--- src/rtl/core/mebt_pkg.sv ---
// ----------------------------------------------------------------------------
// mebt_pkg - shared types and constants for the escape-time pixel engine
// Fixed-point format, register indexes, sequencer states and saturating
// arithmetic helpers used across the engine.
// ----------------------------------------------------------------------------
package mebt_pkg;

  // Number format: signed two's complement, FRACTION_BITS fraction bits
  localparam int FRACTION_BITS  = 60;
  localparam int COORD_W        = 64;
  localparam int PROD_W         = 2 * COORD_W;
  localparam int HALF_W         = COORD_W / 2;
  localparam int COUNT_BITS     = 16;
  localparam int IDX_W          = 12;
  localparam int PIX_W          = 13;
  localparam int MAX_RESOLUTION = 4096;
  localparam int CFG_IDX_W      = 3;

  localparam logic [COORD_W-1:0] SIGN_MIN = {1'b1, {(COORD_W-1){1'b0}}};
  localparam logic [COORD_W-1:0] SIGN_MAX = {1'b0, {(COORD_W-1){1'b1}}};
  localparam logic [COORD_W-1:0] ONE_FX   = {{(COORD_W-1){1'b0}}, 1'b1} << FRACTION_BITS;
  localparam logic [COORD_W-1:0] NEG_ONE  = ~ONE_FX + {{(COORD_W-1){1'b0}}, 1'b1};
  localparam logic [COORD_W-1:0] HALF_FX    = ONE_FX >> 1;
  localparam logic [COORD_W-1:0] QUARTER_FX = ONE_FX >> 2;
  localparam logic [COORD_W-1:0] FOUR_FX    = ONE_FX << 2;

  // Reset view: real [-2, 1], imaginary [-1.5, 1.5]
  localparam logic [COORD_W-1:0] REAL_LOW_RST  = ~(ONE_FX << 1) + {{(COORD_W-1){1'b0}}, 1'b1};
  localparam logic [COORD_W-1:0] REAL_HIGH_RST = ONE_FX;
  localparam logic [COORD_W-1:0] IMAG_HIGH_RST =
    {{(COORD_W-2){1'b0}}, 2'b11} << (FRACTION_BITS - 1);
  localparam logic [COORD_W-1:0] IMAG_LOW_RST  =
    ~IMAG_HIGH_RST + {{(COORD_W-1){1'b0}}, 1'b1};
  localparam logic [PIX_W-1:0]      PIX_RST   = PIX_W'(1024);
  localparam logic [COUNT_BITS-1:0] LIMIT_RST = COUNT_BITS'(256);
  localparam logic [PIX_W-1:0]      MAX_RES   = PIX_W'(MAX_RESOLUTION);

  // Configuration register indexes
  localparam logic [CFG_IDX_W-1:0] CFG_REAL_LOW   = 3'd0;
  localparam logic [CFG_IDX_W-1:0] CFG_REAL_HIGH  = 3'd1;
  localparam logic [CFG_IDX_W-1:0] CFG_IMAG_LOW   = 3'd2;
  localparam logic [CFG_IDX_W-1:0] CFG_IMAG_HIGH  = 3'd3;
  localparam logic [CFG_IDX_W-1:0] CFG_WIDTH      = 3'd4;
  localparam logic [CFG_IDX_W-1:0] CFG_HEIGHT     = 3'd5;
  localparam logic [CFG_IDX_W-1:0] CFG_LIMIT      = 3'd6;

  // Right shift applied to a product
  typedef enum logic [1:0] {
    SH_NONE,
    SH_FRAC,
    SH_FRAC_M1
  } mul_shift_t;

  typedef enum logic [3:0] {
    ST_DIV_RE,
    ST_DIV_IM,
    ST_IDLE,
    ST_CX,
    ST_CY,
    ST_CHK,
    ST_CXX,
    ST_CYY,
    ST_CQ,
    ST_XX,
    ST_YY,
    ST_XY,
    ST_DONE
  } mebt_state_t;

  function automatic logic s_lt(input logic [COORD_W-1:0] a, input logic [COORD_W-1:0] b);
    return $signed(a) < $signed(b);
  endfunction

  function automatic logic [COORD_W-1:0] magn(input logic [COORD_W-1:0] a);
    return a[COORD_W-1] ? (~a + {{(COORD_W-1){1'b0}}, 1'b1}) : a;
  endfunction

  function automatic logic [COORD_W-1:0] sat_add(input logic [COORD_W-1:0] a,
                                                 input logic [COORD_W-1:0] b);
    logic [COORD_W-1:0] r;
    r = a + b;
    if (a[COORD_W-1] == b[COORD_W-1] && r[COORD_W-1] != a[COORD_W-1])
      r = a[COORD_W-1] ? SIGN_MIN : SIGN_MAX;
    return r;
  endfunction

  function automatic logic [COORD_W-1:0] sat_sub(input logic [COORD_W-1:0] a,
                                                 input logic [COORD_W-1:0] b);
    logic [COORD_W-1:0] r;
    r = a - b;
    if (a[COORD_W-1] != b[COORD_W-1] && r[COORD_W-1] != a[COORD_W-1])
      r = a[COORD_W-1] ? SIGN_MIN : SIGN_MAX;
    return r;
  endfunction

endpackage

--- src/rtl/core/mebt_div.sv ---
// ----------------------------------------------------------------------------
// mebt_div - restoring divider for the pixel step
// Unsigned 64-bit dividend by a 13-bit divisor, one quotient bit per cycle.
// ----------------------------------------------------------------------------
module mebt_div (
  input  logic                           clk,
  input  logic                           rst_n,
  input  logic                           start,
  input  logic [mebt_pkg::COORD_W-1:0]   dividend,
  input  logic [mebt_pkg::PIX_W-1:0]     divisor,
  output logic                           done,
  output logic [mebt_pkg::COORD_W-1:0]   quotient
);

  localparam int CW = mebt_pkg::COORD_W;
  localparam int DW = mebt_pkg::PIX_W;
  localparam int NW = $clog2(CW);
  localparam logic [NW-1:0] LAST = NW'(CW - 1);

  logic          run_r;
  logic          done_r;
  logic [NW-1:0] cnt_r;
  logic [CW-1:0] quo_r;
  logic [DW-2:0] rem_r;
  logic [DW-1:0] den_r;

  logic [DW-1:0] trial;
  logic          fits;
  logic [DW-1:0] diff;

  // Remainder stays below the divisor, so it fits one bit narrower
  always_comb begin
    trial = {rem_r, quo_r[CW-1]};
    fits  = trial >= den_r;
    diff  = trial - den_r;
  end

  always_ff @(posedge clk) begin
    if (!rst_n) begin
      run_r  <= 1'b0;
      done_r <= 1'b0;
      cnt_r  <= '0;
    end else begin
      done_r <= 1'b0;
      if (start) begin
        run_r <= 1'b1;
        cnt_r <= '0;
      end else if (run_r) begin
        cnt_r <= cnt_r + {{(NW-1){1'b0}}, 1'b1};
        if (cnt_r == LAST) begin
          run_r  <= 1'b0;
          done_r <= 1'b1;
        end
      end
    end
  end

  always_ff @(posedge clk) begin
    if (start) begin
      quo_r <= dividend;
      rem_r <= '0;
      den_r <= divisor;
    end else if (run_r) begin
      quo_r <= {quo_r[CW-2:0], fits};
      rem_r <= fits ? diff[DW-2:0] : trial[DW-2:0];
    end
  end

  assign done     = done_r;
  assign quotient = quo_r;

endmodule

--- config.mk ---
export PLATFORM = sky130hd
export DESIGN_NAME = mebt_div
export DESIGN_NICKNAME = d
export VERILOG_FILES = /design/src/rtl/core/mebt_pkg.sv /design/src/rtl/core/mebt_div.sv
export SDC_FILE = /design/constraint.sdc
export NUM_CORES = 1
export LEC_CHECK = 0
export BUFFER_PORTS_ARGS = -buffer_cell sky130_fd_sc_hd__buf_2
export CAP_MARGIN = 20
export CORE_MARGIN = 1
export CORE_UTILIZATION = 45
export CTS_CLUSTER_SIZE = 25
export DETAILED_ROUTE_END_ITERATION = 16
export PLACE_DENSITY = 0.69
export REMOVE_ABC_BUFFERS = 1
export SLEW_MARGIN = 15
export SYNTH_ARGS = -nofsm -noshare
export SYNTH_HDL_FRONTEND = slang
export SYNTH_SLANG_ARGS = --single-unit
--- constraint.sdc ---
create_clock -name clk -period 5 [get_ports clk]
set_input_delay 1 -clock clk [delete_from_list [all_inputs] [get_ports clk]]
set_output_delay 1 -clock clk [all_outputs]
set_load 0.01 [all_outputs]
==> flow_summary.toml <==
[worst_setup_path]
crit_type = "in -> reg"
worstPathArrival_ns = 2.91
cp-start-kind = "input pin"
worstPathMaxFanout = 43
required_ns = 5.06
critPathCaptureType = "flop"

[global_routing]
grt_pass1_wl_um = 15600
track_usage = 0.199
grt-ovfl-total = 0
grt_max_degree = 53
grt_pass1_vias = 3198
antenna_found_initial = 0

[cells_and_area]
fin_area_um2 = 5680
final_common_cell = "buf_2"
final_cell_mix = "143 x buf_2, 77 x edfxtp_1, 65 x mux2_2"
final_nets = 582
area_growth_pct = 23.0
seq_area_um2 = 2710
multi_input_area_um2 = 1760
antenna_cells = 0
drive_gt1_frac = 0.488
n_fill_cell = 843

[routing]
totalWireLength_um = 9880
ant_nets = 0
dr_wl_met2_um = 4690
wl_met3_um = 987
viasPerCell = 5.15
top_layer_used = "met4"
wl_met1_um = 4060
drtIter0Drc = 124
drtPass1Iterations = 4
vias = 3216
drc_errors = 0
wire_per_inst_um = 15.8

[placement]
dpl.hpwl_um = 7010
place_congestion = 0.857
place_worst_setup_slack_ns = 1.71
port_buffers = 144
place_area_um2 = 5470

[synth]
yosys-mux-area-fraction = 0.169
ys_types = 48
synth.avg_cell_area_um2 = 13.5
synth_edf_count = 77
yosysSeqAreaShare = 0.588
syn_inst = 342
synth_top_family_by_area = "multiplexers"
yosys.area.top_type = "edfxtp_1"
synth_area_leaders = "edfxtp_1 50%, mux2_2 16%, dfxtp_1 8.7%, ha_1 3.8%, nor2_1 2.1%"
synth-async-reset-ratio = 0
yosys_warnings = 0
synth_compound_area_frac = 0.0794
synth_top_area_share = 0.501
ys_seq_elements = 97
syn_area_um2 = 4620
synthAdderAreaFrac = 0.0423
synth_flop_cell = "edfxtp_1"
synth-xor-area-share = 0.0190
synthSimpleGateAreaFrac = 0.0710

[timing]
setup_ws_ns = 2.15
rsz0062_at_grt = "no"
tns_ns = 0
min_period_ns = 2.85
setup_violations = 0
tightestPinTransition_ns = 1.03
post-route-period-util = 0.570
max_slew_margin = 0.309
hold_viol = 0
max_freq_mhz = 351
slew_violations = 0
finalClockSkew_ns = 0.00646

[die]
start_util = 0.468
fp-row-count = 36
die_x_um = 103
coreArea_um2 = 9860
io_pins = 145
die_h_um = 103
die_area_um2 = 10700

[clock_tree]
cts-resized-gates = 0
clk_path_buf_depth = 2
post_cts_buffers = 0
cts_num_sinks = 97
clk_pin_slew_ns = 0.09
hold_buffers = 0
clockRootBuffer = "clkbuf_8"
cts-buffers-inserted = 9
htree_levels = 3
cts_tree = "done"
clock_latency_ns = 0.37

[power]
ir_worst_vdd_mv = 0.268
power_density_nw_per_um2 = 330
leakage_nw = 2.40

[flow_run]
cap_violations = 0

[min_path]
hold_class = "reg -> reg"

[status]
status = "complete, no violations"
logic make-up after synthesis:
| family | count (synthesis) |
|---|---|
| xor+xnor | 10 |
| buf+inv | 34 |
| mux | 70 |
| flops | 97 |
| compound gates | 48 |
| simple gates | 68 |
| fa+ha+maj | 15 |
per-stage QoR:
stage	power [mW]	hold slack, ns	instances	utilization
global placement	1.34	0.469	609	0.554
detailed placement	1.35	0.480	609	0.554
floorplan	1.21	0.452	329	-
global route	1.96	0.522	625	0.575
finish	1.87	0.494	625	0.575
CTS	1.90	0.495	625	0.575
area by class of cell:
type | instances | share of cell area
clock buffers | 10 | 0.0242
clock inverters | 6 | 0.0130
inverters | 21 | 0.0139
multi-input cells | 211 | 0.310
flip-flops and latches | 97 | 0.478
well taps | 133 | 0.0293
repair buffers | 147 | 0.131
worst max-delay path, cell delays in order:
cell     delay (ns)
buf_4          0.42
inv_1          0.19
nand2_2        0.77
buf_4          0.43
flip-flops by register name, indices dropped and copies added (netlist names):
signal	cells
cnt_r	6
den_r	13
done	1
quotient	64
rem_r	12
run_r	1
cells in the mapped netlist, types with 2 or more instances:
| cell | n |
|---|---|
| mux2_2 | 65 |
| nand3_1 | 3 |
| a211oi_1 | 4 |
| a21oi_1 | 11 |
| ha_1 | 14 |
| xnor2_1 | 5 |
| inv_1 | 21 |
| o21ai_0 | 6 |
| or3_1 | 2 |
| dfxtp_1 | 20 |
| nor3b_1 | 2 |
| a21bo_2 | 2 |
| and2b_2 | 2 |
| nor3_1 | 4 |
| edfxtp_1 | 77 |
| a21o_1 | 3 |
| nand2b_1 | 3 |
| nand4_1 | 4 |
| mux2i_1 | 5 |
| nand2_1 | 15 |
| o211ai_1 | 3 |
| clkbuf_1 | 11 |
| xor2_1 | 5 |
| nor2_1 | 26 |
| a311oi_1 | 3 |
| a21boi_0 | 3 |
| or2_2 | 2 |
power by group:
part,total [mW],switching [mW],internal (mW)
Sequential,0.999,0.0384,0.961
Combinational,0.331,0.171,0.161
Clock,0.544,0.291,0.253
path summary, 6_finish.rpt:
check | start | endpoint | slack, ns | cells past startpoint
max | start | quotient[43] | 2.15 | 4
min | rem_r[1] | rem_r[1] | 0.49 | 2
min reg2reg | rem_r[1] | rem_r[1] | 0.49 | 2
max reg2reg | quotient[63] | rem_r[10] | 2.52 | 9
metal layers:
layer	track usage	up-vias
li1	-	1567
met1	0.230	1516
met2	0.317	121
met3	0.104	12
met4	0.0661	0
met5	0	-
(Power assumes the default switching activity.)
