File: config.mk
export PLATFORM = sky130hd
export DESIGN_NAME = mebt_mul
export DESIGN_NICKNAME = d
export VERILOG_FILES = /design/src/rtl/core/mebt_pkg.sv /design/src/rtl/core/mebt_mul.sv
export SDC_FILE = /design/constraint.sdc
export NUM_CORES = 2
export LEC_CHECK = 0
export BUFFER_PORTS_ARGS = -buffer_cell sky130_fd_sc_hd__buf_2
export CAP_MARGIN = 20
export CORE_MARGIN = 2
export CORE_UTILIZATION = 50
export CTS_CLUSTER_SIZE = 10
export DETAILED_ROUTE_END_ITERATION = 7
export PLACE_DENSITY = 0.71
export SETUP_SLACK_MARGIN = 0.05
export SYNTH_ARGS = -nofsm -noshare
export SYNTH_HDL_FRONTEND = slang
export SYNTH_SLANG_ARGS = --single-unit
File: constraint.sdc
create_clock -name clk -period 29.5 [get_ports clk]
set_clock_uncertainty 0.2 [all_clocks]
set_input_delay 4.425 -clock clk [delete_from_list [all_inputs] [get_ports clk]]
set_output_delay 4.425 -clock clk [all_outputs]
set_load 0.01 [all_outputs]
File: src/rtl/core/mebt_pkg.sv
// ----------------------------------------------------------------------------
// mebt_pkg - shared types and constants for the escape-time pixel engine
// Fixed-point format, register indexes, sequencer states and saturating
// arithmetic helpers used across the engine.
// ----------------------------------------------------------------------------
package mebt_pkg;

  // Number format: signed two's complement, FRACTION_BITS fraction bits
  localparam int FRACTION_BITS  = 60;
  localparam int COORD_W        = 64;
  localparam int PROD_W         = 2 * COORD_W;
  localparam int HALF_W         = COORD_W / 2;
  localparam int COUNT_BITS     = 16;
  localparam int IDX_W          = 12;
  localparam int PIX_W          = 13;
  localparam int MAX_RESOLUTION = 4096;
  localparam int CFG_IDX_W      = 3;

  localparam logic [COORD_W-1:0] SIGN_MIN = {1'b1, {(COORD_W-1){1'b0}}};
  localparam logic [COORD_W-1:0] SIGN_MAX = {1'b0, {(COORD_W-1){1'b1}}};
  localparam logic [COORD_W-1:0] ONE_FX   = {{(COORD_W-1){1'b0}}, 1'b1} << FRACTION_BITS;
  localparam logic [COORD_W-1:0] NEG_ONE  = ~ONE_FX + {{(COORD_W-1){1'b0}}, 1'b1};
  localparam logic [COORD_W-1:0] HALF_FX    = ONE_FX >> 1;
  localparam logic [COORD_W-1:0] QUARTER_FX = ONE_FX >> 2;
  localparam logic [COORD_W-1:0] FOUR_FX    = ONE_FX << 2;

  // Reset view: real [-2, 1], imaginary [-1.5, 1.5]
  localparam logic [COORD_W-1:0] REAL_LOW_RST  = ~(ONE_FX << 1) + {{(COORD_W-1){1'b0}}, 1'b1};
  localparam logic [COORD_W-1:0] REAL_HIGH_RST = ONE_FX;
  localparam logic [COORD_W-1:0] IMAG_HIGH_RST =
    {{(COORD_W-2){1'b0}}, 2'b11} << (FRACTION_BITS - 1);
  localparam logic [COORD_W-1:0] IMAG_LOW_RST  =
    ~IMAG_HIGH_RST + {{(COORD_W-1){1'b0}}, 1'b1};
  localparam logic [PIX_W-1:0]      PIX_RST   = PIX_W'(1024);
  localparam logic [COUNT_BITS-1:0] LIMIT_RST = COUNT_BITS'(256);
  localparam logic [PIX_W-1:0]      MAX_RES   = PIX_W'(MAX_RESOLUTION);

  // Configuration register indexes
  localparam logic [CFG_IDX_W-1:0] CFG_REAL_LOW   = 3'd0;
  localparam logic [CFG_IDX_W-1:0] CFG_REAL_HIGH  = 3'd1;
  localparam logic [CFG_IDX_W-1:0] CFG_IMAG_LOW   = 3'd2;
  localparam logic [CFG_IDX_W-1:0] CFG_IMAG_HIGH  = 3'd3;
  localparam logic [CFG_IDX_W-1:0] CFG_WIDTH      = 3'd4;
  localparam logic [CFG_IDX_W-1:0] CFG_HEIGHT     = 3'd5;
  localparam logic [CFG_IDX_W-1:0] CFG_LIMIT      = 3'd6;

  // Right shift applied to a product
  typedef enum logic [1:0] {
    SH_NONE,
    SH_FRAC,
    SH_FRAC_M1
  } mul_shift_t;

  typedef enum logic [3:0] {
    ST_DIV_RE,
    ST_DIV_IM,
    ST_IDLE,
    ST_CX,
    ST_CY,
    ST_CHK,
    ST_CXX,
    ST_CYY,
    ST_CQ,
    ST_XX,
    ST_YY,
    ST_XY,
    ST_DONE
  } mebt_state_t;

  function automatic logic s_lt(input logic [COORD_W-1:0] a, input logic [COORD_W-1:0] b);
    return $signed(a) < $signed(b);
  endfunction

  function automatic logic [COORD_W-1:0] magn(input logic [COORD_W-1:0] a);
    return a[COORD_W-1] ? (~a + {{(COORD_W-1){1'b0}}, 1'b1}) : a;
  endfunction

  function automatic logic [COORD_W-1:0] sat_add(input logic [COORD_W-1:0] a,
                                                 input logic [COORD_W-1:0] b);
    logic [COORD_W-1:0] r;
    r = a + b;
    if (a[COORD_W-1] == b[COORD_W-1] && r[COORD_W-1] != a[COORD_W-1])
      r = a[COORD_W-1] ? SIGN_MIN : SIGN_MAX;
    return r;
  endfunction

  function automatic logic [COORD_W-1:0] sat_sub(input logic [COORD_W-1:0] a,
                                                 input logic [COORD_W-1:0] b);
    logic [COORD_W-1:0] r;
    r = a - b;
    if (a[COORD_W-1] != b[COORD_W-1] && r[COORD_W-1] != a[COORD_W-1])
      r = a[COORD_W-1] ? SIGN_MIN : SIGN_MAX;
    return r;
  endfunction

endpackage

File: src/rtl/core/mebt_mul.sv
// ----------------------------------------------------------------------------
// mebt_mul - shared multi-cycle fixed-point multiplier
// Exact signed 64x64 product from four 32x32 partial products, arithmetic
// right shift and saturation to 64 bits.
// ----------------------------------------------------------------------------
module mebt_mul (
  input  logic                              clk,
  input  logic                              rst_n,
  input  logic                              start,
  input  logic [mebt_pkg::COORD_W-1:0]      op_a,
  input  logic [mebt_pkg::COORD_W-1:0]      op_b,
  input  mebt_pkg::mul_shift_t              shift,
  output logic                              done,
  output logic [mebt_pkg::COORD_W-1:0]      product
);

  localparam int CW = mebt_pkg::COORD_W;
  localparam int PW = mebt_pkg::PROD_W;
  localparam int HW = mebt_pkg::HALF_W;
  localparam int FB = mebt_pkg::FRACTION_BITS;
  localparam logic [2:0] STEP_SHIFT = 3'd4;
  localparam logic [2:0] STEP_ROUND = 3'd5;

  logic                  run_r;
  logic                  done_r;
  logic [2:0]            step_r;
  logic [CW-1:0]         ma_r;
  logic [CW-1:0]         mb_r;
  logic                  neg_r;
  mebt_pkg::mul_shift_t  shift_r;
  logic [PW-1:0]         acc_r;
  logic                  hi_nz_r;
  logic [CW-1:0]         low_r;
  logic                  lost_r;
  logic [CW-1:0]         product_r;

  logic [HW-1:0]         half_a;
  logic [HW-1:0]         half_b;
  logic [CW-1:0]         pp;
  logic [PW-1:0]         pp_aligned;
  logic [PW-1:0]         shifted;
  logic                  lost;
  logic [CW:0]           mag_round;
  logic [CW-1:0]         result;

  // Partial product select: lo*lo, lo*hi, hi*lo, hi*hi
  always_comb begin
    half_a     = step_r[1] ? ma_r[CW-1:HW] : ma_r[HW-1:0];
    half_b     = step_r[0] ? mb_r[CW-1:HW] : mb_r[HW-1:0];
    pp         = {{HW{1'b0}}, half_a} * {{HW{1'b0}}, half_b};
    case (step_r[1:0])
      2'd0:    pp_aligned = {{CW{1'b0}}, pp};
      2'd3:    pp_aligned = {pp, {CW{1'b0}}};
      default: pp_aligned = {{HW{1'b0}}, pp, {HW{1'b0}}};
    endcase
  end

  // Shift of the magnitude; bits shifted out round a negative result down
  always_comb begin
    case (shift_r)
      mebt_pkg::SH_FRAC: begin
        shifted = acc_r >> FB;
        lost    = |acc_r[FB-1:0];
      end
      mebt_pkg::SH_FRAC_M1: begin
        shifted = acc_r >> (FB - 1);
        lost    = |acc_r[FB-2:0];
      end
      default: begin
        shifted = acc_r;
        lost    = 1'b0;
      end
    endcase
  end

  always_comb begin
    mag_round = {1'b0, low_r} + {{CW{1'b0}}, lost_r};
    if (neg_r) begin
      if (hi_nz_r || mag_round[CW] || (mag_round[CW-1] && (|mag_round[CW-2:0])))
        result = mebt_pkg::SIGN_MIN;
      else
        result = ~mag_round[CW-1:0] + {{(CW-1){1'b0}}, 1'b1};
    end else begin
      if (hi_nz_r || mag_round[CW] || mag_round[CW-1])
        result = mebt_pkg::SIGN_MAX;
      else
        result = mag_round[CW-1:0];
    end
  end

  always_ff @(posedge clk) begin
    if (!rst_n) begin
      run_r  <= 1'b0;
      done_r <= 1'b0;
      step_r <= 3'd0;
    end else begin
      done_r <= 1'b0;
      if (start) begin
        run_r  <= 1'b1;
        step_r <= 3'd0;
      end else if (run_r) begin
        step_r <= step_r + 3'd1;
        if (step_r == STEP_ROUND) begin
          run_r  <= 1'b0;
          done_r <= 1'b1;
        end
      end
    end
  end

  always_ff @(posedge clk) begin
    if (start) begin
      ma_r    <= mebt_pkg::magn(op_a);
      mb_r    <= mebt_pkg::magn(op_b);
      neg_r   <= op_a[CW-1] ^ op_b[CW-1];
      shift_r <= shift;
      acc_r   <= '0;
    end else if (run_r) begin
      if (step_r < STEP_SHIFT) begin
        acc_r <= acc_r + pp_aligned;
      end else if (step_r == STEP_SHIFT) begin
        hi_nz_r <= |shifted[PW-1:CW];
        low_r   <= shifted[CW-1:0];
        lost_r  <= lost & neg_r;
      end else begin
        product_r <= result;
      end
    end
  end

  assign done    = done_r;
  assign product = product_r;

endmodule

==> metrics <==
met3 Resource Use GR 0.0880; Layout Nets approximately 9000; first-pass GRT wire length roughly 330000 um; Post-Syn Area per Cell ~8.5 um2; largest net degree at the start of global routing 85; Hold Crit Depth 2; GRT Overall Usage 0.346; cell taking the most area after synthesis fa_1; wire per inst 24.7 um; CTS Hold Buffers Added 0; post-synthesis sequential area ratio 0.167; Most common cell on crit path fa_1; residual DRC count 0; status finished clean; ratio of cells with drive above 1 in the final layout 0.0750; Synth Flop Type edfxtp_1; GP Congestion ~1.0; Yosys reg bits a little under 400; Largest stage delay, worst path a little over 0.9 ns; Tmin final about 14 ns; R2R cell count 41; Synth area leaders fa_1, edfxtp_1, ha_1; final setup fails 0; most frequent cells in the layout inv_1, nand2_1, fa_1; die width 359 um; CTS H-tree depth 2; RSZ-0062 raised after global routing no; fraction of registers with async set/reset 0; placed cell count 8985; Total Routed Length between 200000 and 250000 um; CP Capture Type flop; post-route cell area approximately 67000 um2; CTS tree built; filler cell count between 10000 and 15000; DR pass1 iterations 6; Hold WC Path Type flop to flop; GR Util met2 0.514; CTS clk-pin slew, worst paths 0.06 ns; Synth Instances 7404; Crit path required time around 30 ns; Yosys cell types approximately 80; max_slew headroom 0.178; vias per inst between 6 and 7; routed vias about 56000; CTS sink count between 300 and 400; DRT iter0 DRCs roughly 6300; CP arrival about 14 ns; number of synthesized flops with an enable pin 261; Setup CP Type flop to flop; Num CTS Buffers 51; fin cells just over 9000; GR peak layer met2; post-CTS setup buffers 0; FMAX between 70 and 80 MHz; setup TNS 0 ns; slack of the critical path about 15 ns; initial antenna violation count 7; core area approximately 130000 um2; crit share post-route 0.479; top cell type's share of synthesized area 0.286; Max Slew Vio Count 0; most common cell after layout, fill and taps aside inv_1; post-CTS resize count 0; P&R area growth vs syn 6.91%; Multi-input gate area 47400 um2; Clock Latency Late Sink between 0.6 and 0.7 ns; yosys warns 0; Final Hold Vio Count 0; Max Cap Viol 0; Cell Area, Placed between 60000 and 70000 um2; row count 130; GR Overflow Total 0; total die area between 100000 and 150000 um2; Starting Density 0.502; Clock Path Buffers 3; antenna viol nets, final 0; CP max FO 37; Cell Area, Synth about 63000 um2; FF/Latch Area 10500 um2; GRT met1 Usage 0.472; IO buf count a little under 200; CP max-delay cell mux2i_4; Worst setup SP type flop; pre-CTS setup slack about 16 ns; Slew @ Worst Pin 1.22 ns; Top Ports just under 200; Synthesized Nets 8841; Die Y between 300 and 400 um; vias in the first global route 54800; post-DP HPWL approximately 180000 um; Root Driver clkbuf_16
metrics by stage:
step	hold slack, ns	utilization
3_3_place_gp	0.283	0.524
6_report	0.301	0.536
5_1_grt	0.327	0.536
4_1_cts	0.303	0.536
2_1_floorplan	0.254	-
3_5_place_dp	0.295	0.524
cell families (layout without fill, tap and decap cells):
logic type	after synthesis	in the layout	synth area share
flip-flops	394	394	0.167
other	0	5	0
XOR/XNOR	379	379	0.0528
AND/OR/NAND/NOR	2477	2477	0.174
multiplexers	138	138	0.0233
buffers and inverters	1381	1400	0.0826
adder cells (fa/ha/maj)	1304	1304	0.367
AO/OA/AOI/OAI	1331	1331	0.134
layout make-up:
cell class	count	area share
tap	1650	0.0307
multi-input combinational	5629	0.706
clock inverter	22	0.00315
inverter	997	0.0557
antenna	5	0.000186
sequential	394	0.156
timing repair buffer	317	0.0282
clock buffer	64	0.0199
cell usage after synthesis, types with 98 or more instances:
cell type / instances
a21o_1: 111
a21oi_1: 374
dfxtp_1: 133
fa_1: 897
nand4_1: 120
clkbuf_1: 356
xor2_1: 98
edfxtp_1: 261
o21ai_0: 345
nor2_1: 823
nand2_1: 970
nand3_1: 104
xnor2_1: 281
ha_1: 407
inv_1: 996
routing by layer:
metal | up-vias | routed length, um
li1 | 24400 | -
met1 | 27500 | 88800
met2 | 3264 | 95600
met3 | 713 | 26500
met4 | 8 | 13000
met5 | - | 56
sequential cells by signal, indices dropped and copies added (netlist names):
signal and count:
ma_r 64, product 64, run_r 1, done 1, lost_r 1, neg_r 1, hi_nz_r 1, step_r 3
mb_r 64, shift_r 2, low_r 64, acc_r 128
critical path, delay by kind of cell, from the launching register on:
family,cells,cell delay (ns)
muxes,1,0.93
xor gates and xnor gates,1,0.15
adders and majority gates,10,4.52
AOI/OAI and AO/OA,17,5.03
and+or+nand+nor,5,1.04
buffers and inverters,7,1.30
DFF,1,0.73
final timing paths:
path	to	slack (ns)	startpoint
max	acc_r[116]	15.36	step_r[1]
max reg2reg	acc_r[116]	15.36	step_r[1]
min	acc_r[124]	0.30	acc_r[124]
min reg2reg	acc_r[124]	0.30	acc_r[124]
Power is not shown: default switching activity piles up to over one toggle a cycle in this logic, so the estimate is an artifact.
